[config.mk]
export PLATFORM = sky130hd
export DESIGN_NAME = key_value_map_table
export DESIGN_NICKNAME = d
export VERILOG_FILES = /design/src/sv/kvmt_pkg.sv /design/src/sv/kvmt_ram.sv /design/src/sv/kvmt_ctrl.sv /design/src/sv/kvmt_dp.sv /design/src/sv/key_value_map_table.sv
export SDC_FILE = /design/constraint.sdc
export NUM_CORES = 2
export LEC_CHECK = 0
export ABC_CLOCK_PERIOD_IN_PS = 9500
export BUFFER_PORTS_ARGS = -buffer_cell sky130_fd_sc_hd__buf_4
export CAP_MARGIN = 30
export CORE_AREA = 2 2 624 626
export CTS_CLUSTER_DIAMETER = 120
export DETAILED_ROUTE_END_ITERATION = 8
export DIE_AREA = 0 0 626 628
export GPL_TIMING_DRIVEN = 0
export REMOVE_ABC_BUFFERS = 1
export SLEW_MARGIN = 20
export SYNTH_ARGS = -nofsm -noshare
export SYNTH_HDL_FRONTEND = slang
export SYNTH_HIERARCHICAL = 1
export SYNTH_MEMORY_MAX_BITS = 65536
export SYNTH_SLANG_ARGS = --single-unit
[constraint.sdc]
create_clock -name clk -period 9.5 [get_ports clk]
set_input_delay 1.425 -clock clk [delete_from_list [all_inputs] [get_ports clk]]
set_output_delay 1.425 -clock clk [all_outputs]
set_load 0.02 [all_outputs]
[src/sv/kvmt_pkg.sv]
`timescale 1ns / 1ps
`default_nettype none
// ----------------------------------------------------------------------------
// kvmt_pkg
// Shared types, codes and constants of the key/value map table.
// ----------------------------------------------------------------------------
package kvmt_pkg;

    localparam int CAPACITY_DEF = 64;
    localparam int KEY_W        = 32;
    localparam int VAL_W        = 32;
    localparam int ENTRY_W      = 1 + KEY_W + VAL_W;

    localparam logic [1:0] CMD_PUT    = 2'd0;
    localparam logic [1:0] CMD_REMOVE = 2'd1;
    localparam logic [1:0] CMD_GET    = 2'd2;
    localparam logic [1:0] CMD_CLEAR  = 2'd3;

    localparam logic [1:0] ST_DONE      = 2'd0;
    localparam logic [1:0] ST_NOT_FOUND = 2'd1;
    localparam logic [1:0] ST_FULL      = 2'd2;

    typedef struct packed {
        logic load;
        logic scan_rd;
        logic sweep_wr;
        logic finish;
    } kvmt_cmd_t;

    typedef struct packed {
        logic cnt_last;
        logic cnt_done;
    } kvmt_stat_t;

    function automatic int idx_w(input int depth);
        return (depth > 1) ? $clog2(depth) : 1;
    endfunction

endpackage : kvmt_pkg
`default_nettype wire

[src/sv/kvmt_ram.sv]
`timescale 1ns / 1ps
`default_nettype none
// ----------------------------------------------------------------------------
// kvmt_ram
// Generic single-write, single-read RAM with registered read data.
// ----------------------------------------------------------------------------
module kvmt_ram
    import kvmt_pkg::*;
#(
    parameter int WIDTH = 8,
    parameter int DEPTH = 16,
    localparam int AW   = idx_w(DEPTH)
)
(
    input  wire logic             clk,
    input  wire logic             we,
    input  wire logic [AW-1:0]    waddr,
    input  wire logic [WIDTH-1:0] wdata,
    input  wire logic             re,
    input  wire logic [AW-1:0]    raddr,
    output logic      [WIDTH-1:0] rdata
);

    logic [WIDTH-1:0] mem [DEPTH];

    always_ff @(posedge clk)
    begin
        if (we)
        begin
            mem[waddr] <= wdata;
        end
        if (re)
        begin
            rdata <= mem[raddr];
        end
    end

endmodule : kvmt_ram
`default_nettype wire

[src/sv/kvmt_ctrl.sv]
`timescale 1ns / 1ps
`default_nettype none
// ----------------------------------------------------------------------------
// kvmt_ctrl
// Sequencer: initial clearing sweep, command decode, table scan and finish.
// ----------------------------------------------------------------------------
module kvmt_ctrl
    import kvmt_pkg::*;
(
    input  wire logic       clk,
    input  wire logic       rst_n,
    input  wire logic       start,
    input  wire logic [1:0] cmd,
    input  wire kvmt_stat_t stat,
    output kvmt_cmd_t       ctl,
    output logic            busy
);

    localparam logic [2:0] S_INIT   = 3'd0;
    localparam logic [2:0] S_IDLE   = 3'd1;
    localparam logic [2:0] S_CLEAR  = 3'd2;
    localparam logic [2:0] S_SCAN   = 3'd3;
    localparam logic [2:0] S_FINISH = 3'd4;

    logic [2:0] state_reg;
    logic [2:0] state_next;

    always_ff @(posedge clk or negedge rst_n)
    begin
        if (!rst_n)
        begin
            state_reg <= S_INIT;
        end
        else
        begin
            state_reg <= state_next;
        end
    end

    always_comb
    begin
        state_next   = state_reg;
        ctl          = '0;
        unique case (state_reg)
            S_INIT:
            begin
                ctl.sweep_wr = 1'b1;
                if (stat.cnt_last)
                begin
                    state_next = S_IDLE;
                end
            end
            S_IDLE:
            begin
                if (start)
                begin
                    ctl.load   = 1'b1;
                    state_next = (cmd == CMD_CLEAR) ? S_CLEAR : S_SCAN;
                end
            end
            S_CLEAR:
            begin
                ctl.sweep_wr = 1'b1;
                if (stat.cnt_last)
                begin
                    state_next = S_FINISH;
                end
            end
            S_SCAN:
            begin
                ctl.scan_rd = !stat.cnt_done;
                if (stat.cnt_done)
                begin
                    state_next = S_FINISH;
                end
            end
            S_FINISH:
            begin
                ctl.finish = 1'b1;
                state_next = S_IDLE;
            end
            default:
            begin
                state_next = S_IDLE;
            end
        endcase
    end

    assign busy = (state_reg != S_IDLE);

endmodule : kvmt_ctrl
`default_nettype wire

[src/sv/kvmt_dp.sv]
`timescale 1ns / 1ps
`default_nettype none
// ----------------------------------------------------------------------------
// kvmt_dp
// Datapath: request registers, entry table, scan counter, key compare and
// result registers.
// ----------------------------------------------------------------------------
module kvmt_dp
    import kvmt_pkg::*;
#(
    parameter int CAPACITY = CAPACITY_DEF
)
(
    input  wire logic               clk,
    input  wire logic               rst_n,
    input  wire kvmt_cmd_t          ctl,
    output kvmt_stat_t              stat,
    input  wire logic        [1:0]  cmd,
    input  wire logic signed [31:0] req_key,
    input  wire logic signed [31:0] req_value,
    output logic                    done,
    output logic signed      [31:0] read_value,
    output logic             [1:0]  status
);

    localparam int AW = idx_w(CAPACITY);
    localparam int CW = $clog2(CAPACITY + 1);
    localparam logic [CW-1:0] CNT_LAST = CW'(CAPACITY - 1);
    localparam logic [CW-1:0] CNT_DONE = CW'(CAPACITY);

    logic [1:0]       cmd_reg;
    logic [KEY_W-1:0] key_reg;
    logic [VAL_W-1:0] val_reg;

    logic [CW-1:0] cnt_reg;
    logic          rd_pend_reg;
    logic [AW-1:0] rd_idx_reg;

    logic             hit_reg;
    logic [AW-1:0]    hit_idx_reg;
    logic [VAL_W-1:0] hit_val_reg;
    logic             free_reg;
    logic [AW-1:0]    free_idx_reg;

    logic             done_reg;
    logic [VAL_W-1:0] rd_val_reg;
    logic [1:0]       status_reg;
    logic [VAL_W-1:0] rd_val_next;
    logic [1:0]       status_next;

    logic               ram_we;
    logic [AW-1:0]      ram_waddr;
    logic [ENTRY_W-1:0] ram_wdata;
    logic [ENTRY_W-1:0] ram_rdata;

    logic             ent_valid;
    logic [KEY_W-1:0] ent_key;
    logic [VAL_W-1:0] ent_val;

    assign ent_valid = ram_rdata[ENTRY_W-1];
    assign ent_key   = ram_rdata[KEY_W+VAL_W-1:VAL_W];
    assign ent_val   = ram_rdata[VAL_W-1:0];

    assign stat.cnt_last = (cnt_reg == CNT_LAST);
    assign stat.cnt_done = (cnt_reg == CNT_DONE);

    // request capture
    always_ff @(posedge clk)
    begin
        if (ctl.load)
        begin
            cmd_reg <= cmd;
            key_reg <= req_key;
            val_reg <= req_value;
        end
    end

    // scan counter and read pipeline
    always_ff @(posedge clk or negedge rst_n)
    begin
        if (!rst_n)
        begin
            cnt_reg     <= '0;
            rd_pend_reg <= 1'b0;
        end
        else
        begin
            if (ctl.load)
            begin
                cnt_reg <= '0;
            end
            else if (ctl.scan_rd || ctl.sweep_wr)
            begin
                cnt_reg <= cnt_reg + 1'b1;
            end
            rd_pend_reg <= ctl.scan_rd;
        end
    end

    always_ff @(posedge clk)
    begin
        rd_idx_reg <= cnt_reg[AW-1:0];
    end

    // match and free slot search
    always_ff @(posedge clk or negedge rst_n)
    begin
        if (!rst_n)
        begin
            hit_reg  <= 1'b0;
            free_reg <= 1'b0;
        end
        else if (ctl.load)
        begin
            hit_reg  <= 1'b0;
            free_reg <= 1'b0;
        end
        else if (rd_pend_reg)
        begin
            if (ent_valid && (ent_key == key_reg) && !hit_reg)
            begin
                hit_reg <= 1'b1;
            end
            if (!ent_valid && !free_reg)
            begin
                free_reg <= 1'b1;
            end
        end
    end

    always_ff @(posedge clk)
    begin
        if (rd_pend_reg)
        begin
            if (ent_valid && (ent_key == key_reg) && !hit_reg)
            begin
                hit_idx_reg <= rd_idx_reg;
                hit_val_reg <= ent_val;
            end
            if (!ent_valid && !free_reg)
            begin
                free_idx_reg <= rd_idx_reg;
            end
        end
    end

    // table write: clearing sweep or finishing update
    always_comb
    begin
        ram_we    = 1'b0;
        ram_waddr = hit_reg ? hit_idx_reg : free_idx_reg;
        ram_wdata = '0;
        if (ctl.sweep_wr)
        begin
            ram_we    = 1'b1;
            ram_waddr = cnt_reg[AW-1:0];
        end
        else if (ctl.finish)
        begin
            case (cmd_reg)
                CMD_PUT:
                begin
                    ram_we    = hit_reg || free_reg;
                    ram_wdata = {1'b1, key_reg, val_reg};
                end
                CMD_REMOVE:
                begin
                    ram_we = hit_reg;
                end
                default:
                begin
                    ram_we = 1'b0;
                end
            endcase
        end
    end

    kvmt_ram #(
        .WIDTH (ENTRY_W),
        .DEPTH (CAPACITY)
    ) u_ram (
        .clk   (clk),
        .we    (ram_we),
        .waddr (ram_waddr),
        .wdata (ram_wdata),
        .re    (ctl.scan_rd),
        .raddr (cnt_reg[AW-1:0]),
        .rdata (ram_rdata)
    );

    // result
    always_comb
    begin
        rd_val_next = '0;
        status_next = ST_DONE;
        case (cmd_reg)
            CMD_PUT:
            begin
                status_next = (hit_reg || free_reg) ? ST_DONE : ST_FULL;
            end
            CMD_REMOVE:
            begin
                status_next = hit_reg ? ST_DONE : ST_NOT_FOUND;
            end
            CMD_GET:
            begin
                rd_val_next = hit_reg ? hit_val_reg : '1;
                status_next = hit_reg ? ST_DONE : ST_NOT_FOUND;
            end
            default:
            begin
                status_next = ST_DONE;
            end
        endcase
    end

    always_ff @(posedge clk or negedge rst_n)
    begin
        if (!rst_n)
        begin
            done_reg <= 1'b0;
        end
        else
        begin
            done_reg <= ctl.finish;
        end
    end

    always_ff @(posedge clk)
    begin
        if (ctl.finish)
        begin
            rd_val_reg <= rd_val_next;
            status_reg <= status_next;
        end
    end

    assign done       = done_reg;
    assign read_value = rd_val_reg;
    assign status     = status_reg;

endmodule : kvmt_dp
`default_nettype wire

[src/sv/key_value_map_table.sv]
`timescale 1ns / 1ps
`default_nettype none
// ----------------------------------------------------------------------------
// key_value_map_table
// Bounded key/value map with unique keys held in a scanned entry table.
// ----------------------------------------------------------------------------
// A request (cmd, req_key, req_value) is taken when start is high and busy
// is low. put, remove and get scan all CAPACITY entries of the table RAM,
// one per cycle, before the done strobe; clear instead writes every entry
// back to invalid and then gives its done strobe. The result
// (read_value, status) is shown for exactly one cycle with done high and
// must be taken then: there is no stall from the receiver. A new request
// may be issued in the cycle done is high. After reset the table is swept
// clear, with busy high, before the first request.
// ----------------------------------------------------------------------------
module key_value_map_table
    import kvmt_pkg::*;
#(
    parameter int CAPACITY = CAPACITY_DEF
)
(
    input  wire logic               clk,
    input  wire logic               rst_n,
    input  wire logic               start,
    output logic                    busy,
    input  wire logic        [1:0]  cmd,
    input  wire logic signed [31:0] req_key,
    input  wire logic signed [31:0] req_value,
    output logic                    done,
    output logic signed      [31:0] read_value,
    output logic             [1:0]  status
);

    kvmt_cmd_t  ctl;
    kvmt_stat_t stat;

    kvmt_ctrl u_ctrl (
        .clk   (clk),
        .rst_n (rst_n),
        .start (start),
        .cmd   (cmd),
        .stat  (stat),
        .ctl   (ctl),
        .busy  (busy)
    );

    kvmt_dp #(
        .CAPACITY (CAPACITY)
    ) u_dp (
        .clk        (clk),
        .rst_n      (rst_n),
        .ctl        (ctl),
        .stat       (stat),
        .cmd        (cmd),
        .req_key    (req_key),
        .req_value  (req_value),
        .done       (done),
        .read_value (read_value),
        .status     (status)
    );

endmodule : key_value_map_table
`default_nettype wire
---- After elaboration in Yosys (flattened, before gate mapping) ----
Memories as Yosys holds them, arrays and structs flattened. A register that Yosys moved wholly into a read port is not among the register bits.
Cells that the tools add are included.
storage, ports and cells
  memories kept ........................... 1
  bits in registers ....................... 164
  memory bits (writable) .................. 4160
  input port bits ......................... 69
  output and inout port bits .............. 36
memories
  memory          words  bits a word  rd ports  clocked after memory_dff  wr ports  RTL line        text
  u_dp.u_ram.mem  64     65           1         1                         1         kvmt_ram.sv:24  logic [WIDTH-1:0] mem [DEPTH];
cells by class
  reduce and logical (&&, ||, !) cells .... 22
  eq/ne operators ......................... 15
  multiplexer cells ....................... 33
  $add $sub $neg .......................... 1
operators by type and width
  kind                   count
  $mux W65               3
  $eq A32 B32 Y1         1
  $mux W32               1
  $mux W1                17
  $mux W7                2
  $mux W3                4
  $mux W6                2
  $pmux W3 S4            1
  $reduce_and A2 Y1      4
  $reduce_bool A2 Y1     4
  $add A7 B1 Y7 const B  1
  $eq A7 B6 Y1 const B   1
  $eq A7 B7 Y1 const B   1
  $eq A3 B2 Y1 const B   2
  $ne A2 B2 Y1 const B   3
  $eq A2 B2 Y1 const B   2
  $logic_not A1 Y1       4
  $pmux W2 S2            1
  $reduce_and A4 Y1      1
  $reduce_or A2 Y1       2
  $eq A3 B1 Y1 const B   1
  $eq A3 B3 Y1 const B   1
  $logic_and A1 B1 Y1    3
  $logic_not A3 Y1       1
  other kinds (7)        8

---- Logic depth before layout (Yosys ltp) ----
  depth in word-level cells ............... 6
  mapped depth ............................ 11
  mapped depth without buffers ............ 9

---- Cells and area by module ----
Netlist, hierarchy kept.
modules (own cells, without submodules)
  module     seq. area each (µm²)  area an instance (µm²)  cells an instance  times used
  kvmt_ram   126871.7              158981.2                6606               1
  kvmt_dp    4719.5                6423.7                  429                1
  kvmt_ctrl  75.1                  200.2                   18                 1

---- Least setup slack after synthesis ----
No wires, ideal clock.
  path type ............................... reg-to-reg
  start point ............................. reg u_ctrl.state_reg[0]
  end point ............................... mem u_dp/u_ram/mem[49][0] (netlist bit), enable pin
  stages on the path, launching flop included .. 6
  required time ........................... 8.933 ns
  setup slack ............................. 0.752 ns
  data arrival time ....................... 8.181 ns
  clock period less this slack ............ 8.748 ns
  path buffers ............................ 1
  setup time .............................. 0.567 ns
  cell sequence ........................... dfrtp_1 buf_4 nor3b_1 a21o_1 nand4_1 nor3_1
RTL lines
  what                      RTL line         text
  start: declaration        kvmt_ctrl.sv:25  logic [2:0] state_reg;
  start signal: assignment  kvmt_ctrl.sv:36  state_reg <= state_next;
  end: declaration          kvmt_ram.sv:24

==> results by group <==
Detailed routing
  – Wire per inst: 36.0 um
  – Post-DR vias/cell: 6.18
  – Initial DRC count: 12469
  – Total length of routed wires: ~480 mm
  – Pre-antenna DRT Iters: 6
  – Drt drc: 0
  – Final ANT Viol Nets: 0
  – Routed vias: just over 80000

Worst setup path
  – Crit-path slowest cell: nor2_2
  – CP max stage delay: 0.84 ns
  – Crit-path cells: nor2_2 -> o21ai_0 -> nor2b_1 -> nand2_1 -> nor2_4 -> buf_16 -> buf_16 -> buf_12 -> buf_12
  – Critical R2R Launch: u_ctrl/state_reg[0]
  – CP Data Required Time: 10.17 ns
  – Crit-path max FO: 18
  – Critical Path End Type: register
  – Startpoint types: register
  – Critical path's top delay family: simple AND/OR/NAND/NOR gates
  – Crit Path Class: reg -> reg
  – Crit path buf inv count: 4
  – CP arrival: 5.77 ns
  – Critical Path Start: u_ctrl/state_reg[0]

Global routing
  – GRT overflow: 0
  – Tot GR Track Use: approximately 24%
  – Largest net degree at the start of global routing: 65
  – First-pass GRT wire length: around 670 mm
  – Vias in the first global route: 83571
  – Initial antenna violation count: 13

Timing
  – Tmin final: ~5.1 ns
  – Final Hold Fails: 0
  – Worst Skew: 0.0576 ns
  – Max-slew violations: 0
  – Crit share post-route: between 50% and 60%
  – Fmax: 196 MHz
  – Final setup fails: 0
  – Slew @ Worst Pin: 1.09 ns
  – Max transition margin: a little over a quarter
  – Setup TNS Final: 0 ns
  – RSZ-0062 raised after global routing: false

Clock tree
  – Clock slew at reported path FFs: 0.06 ns
  – Hold buffer count at CTS: 0
  – Setup Buffers After CTS: 0
  – CTS tree: yes
  – Cts bufs inserted: about 440
  – H-tree Lvls: 5
  – Post_cts resized: 0
  – Clk buf depth: 4
  – Clock root buffer: clkbuf_16
  – Clock insertion delay at the later pin of the skew report: slightly above 1 ns
  – Clock sink count: approximately 4400

Status
  – Status: finished clean

Placed design
  – Final GP Congestion: ~0.71
  – HPWL Detailed: 320 mm
  – Port bufs: 104

Floorplan
  – Die X: around 630 um
  – Die Footprint: approximately 390000 sq um
  – Core region area: just under 400000 sq um
  – # IOs: approximately 110
  – Initial core utilization: 42.8%
  – Site Rows: ~230
  – Die Ht: around 630 um

Logic synthesis
  – Sequential share of the synthesized area: about four fifths
  – Dominant synthesized flop cell: edfxtp_1
  – YS warnings: 6
  – Synthesized area per cell: 23.5 sq um
  – Async SR Flop Fraction: less than 1%
  – Flops & latches, synth: 4389
  – EDFF count, synth: roughly 4400
  – Yosys cell types: 51
  – Synth Instances: 7053
  – Post-Syn Area: around 170000 sq um

Power and ir drop
  – Leakage power total: 65.2 nW
  – Pwr dens: between 200 and 300 nW/um^2
  – Peak supply drop: ~0.26 mV

Final layout
  – Fin util: 51.6%
  – Largest regs: u_dp/u_ram/mem x4160, u_dp/u_ram/rdata x65
  – Filler cell count: roughly 30000
  – Max FFs per register: ~4200
  – Nets: slightly below 8000
  – Largest reg by FF count: u_dp/u_ram/mem
  – Syn-to-layout area delta: 20.5%
  – Layout cells sized above 1: between 30% and 40%

Job
  – Max-cap viol count: 0

Hold path
  – HP Class: in -> async
==> power breakdown <==
group          leakage, nW  switching (mW)  internal [mW]  total (mW)
clock network         7.02            7.38           10.0        17.4
logic                 15.9            8.39           6.46        14.9
registers             42.3           0.435           22.4        22.8
==> logic make-up (layout without fill, tap and decap cells) <==
group / Yosys count / count (layout) / share of synthesized area, %
flops: 4389 / 4389 / 79.5
mux: 1151 / 1151 / 14.8
compound gates: 620 / 620 / 2.83
buf+inv: 433 / 1570 / 1.28
simple gates: 418 / 418 / 1.32
xor+xnor: 36 / 36 / 0.190
fa+ha+maj: 6 / 6 / 0.0453
other cells: 0 / 12 / 0
==> path summary, 6_finish.rpt <==
path                                         end  slack [ns]  cells past startpoint
max reg2reg                u_dp/u_ram/mem[2][14]        4.40                      9
min reg2reg                 u_dp/hit_val_reg[11]        0.40                      0
max                        u_dp/u_ram/mem[2][14]        4.40                      9
min in group clk            u_dp/hit_val_reg[11]        0.40                      0
min                              u_dp/cnt_reg[0]        0.29                      1
max in group asynchronous           u_dp/hit_reg        8.96                      1
==> cell usage after synthesis, types with 7 or more instances <==
master	count	area [sq um]
buf_4	38	285
a21boi_0	32	240
nand2b_1	10	62.6
nor4_1	7	43.8
nor2b_1	9	56.3
buf_1	18	67.6
and2_1	65	407
nand3_1	120	601
mux2i_1	110	1100
o22ai_1	130	813
nand2_1	21	78.8
nor2_1	123	462
dfrtp_1	14	350
buf_6	16	180
edfxtp_1	4369	131000
mux4_2	1040	23400
nor3_1	7	35.0
a22oi_1	260	1950
xor2_1	34	298
a211oi_1	65	488
buf_2	188	941
clkbuf_1	134	503
nand3b_1	25	188
inv_1	38	143
o211a_1	65	651
o221ai_1	46	403
o21ai_0	11	55.1
==> cell type report <==
type | instances | area (sq um) | area share [%]
Timing Repair Buffer | 719 | 14400 | 7.20
Sequential cell | 4389 | 132000 | 66.0
Clock buffer | 533 | 11500 | 5.76
Clock inverter | 280 | 2800 | 1.40
Antenna cell | 12 | 30.0 | 0.0150
Inverter | 38 | 143 | 0.0715
Tap cell | 5197 | 6500 | 3.26
Multi-Input combinational cell | 2231 | 32500 | 16.3
==> layer usage <==
metal | vias up | GRT usage, % | routed length [um]
li1 | 32005 | - | -
met1 | 44644 | 32.7 | 179000
met2 | 5032 | 39.1 | 233000
met3 | 1088 | 4.97 | 49400
met4 | 4 | 9.23 | 21500
met5 | - | 0 | 27
==> worst reg2reg max path, stage by stage, from the launching register on <==
cell	delay (ns)
dfrtp_1	0.50
nor2_2	0.84
o21ai_0	0.64
nor2b_1	0.52
nand2_1	0.58
nor2_4	0.78
buf_16	0.29
buf_16	0.19
buf_12	0.20
buf_12	0.21
==> stage by stage <==
stage | power [mW] | hold WS, ns | worst slack (ns) | instance area, sq um | std cells
floorplan | 32.0 | 0.400 | -33.30 | 164000 | 6658
CTS | 55.3 | 0.238 | 4.23 | 199000 | 13382
global route | 56.6 | 0.267 | 4.34 | 200000 | 13392
finish | 55.1 | 0.287 | 4.40 | 200000 | 13399
detailed placement | 38.0 | 0.405 | 4.50 | 185000 | 12569
global placement | 34.7 | 0.401 | -71.71 | 171000 | 11959
==> cells in the final DEF, fill, tap and decap left out, types with 85 or more instances in the layout <==
| master | n |
|---|---|
| mux4_2 | 1040 |
| clkinv_2 | 94 |
| clkbuf_1 | 85 |
| nand3_1 | 119 |
| o22ai_1 | 130 |
| buf_4 | 139 |
| buf_12 | 296 |
| clkinv_1 | 100 |
| a22oi_1 | 260 |
| edfxtp_1 | 4369 |
| mux2i_1 | 110 |
| buf_16 | 258 |
| clkbuf_16 | 445 |
Note: power is estimated with default switching activity, not from simulation.
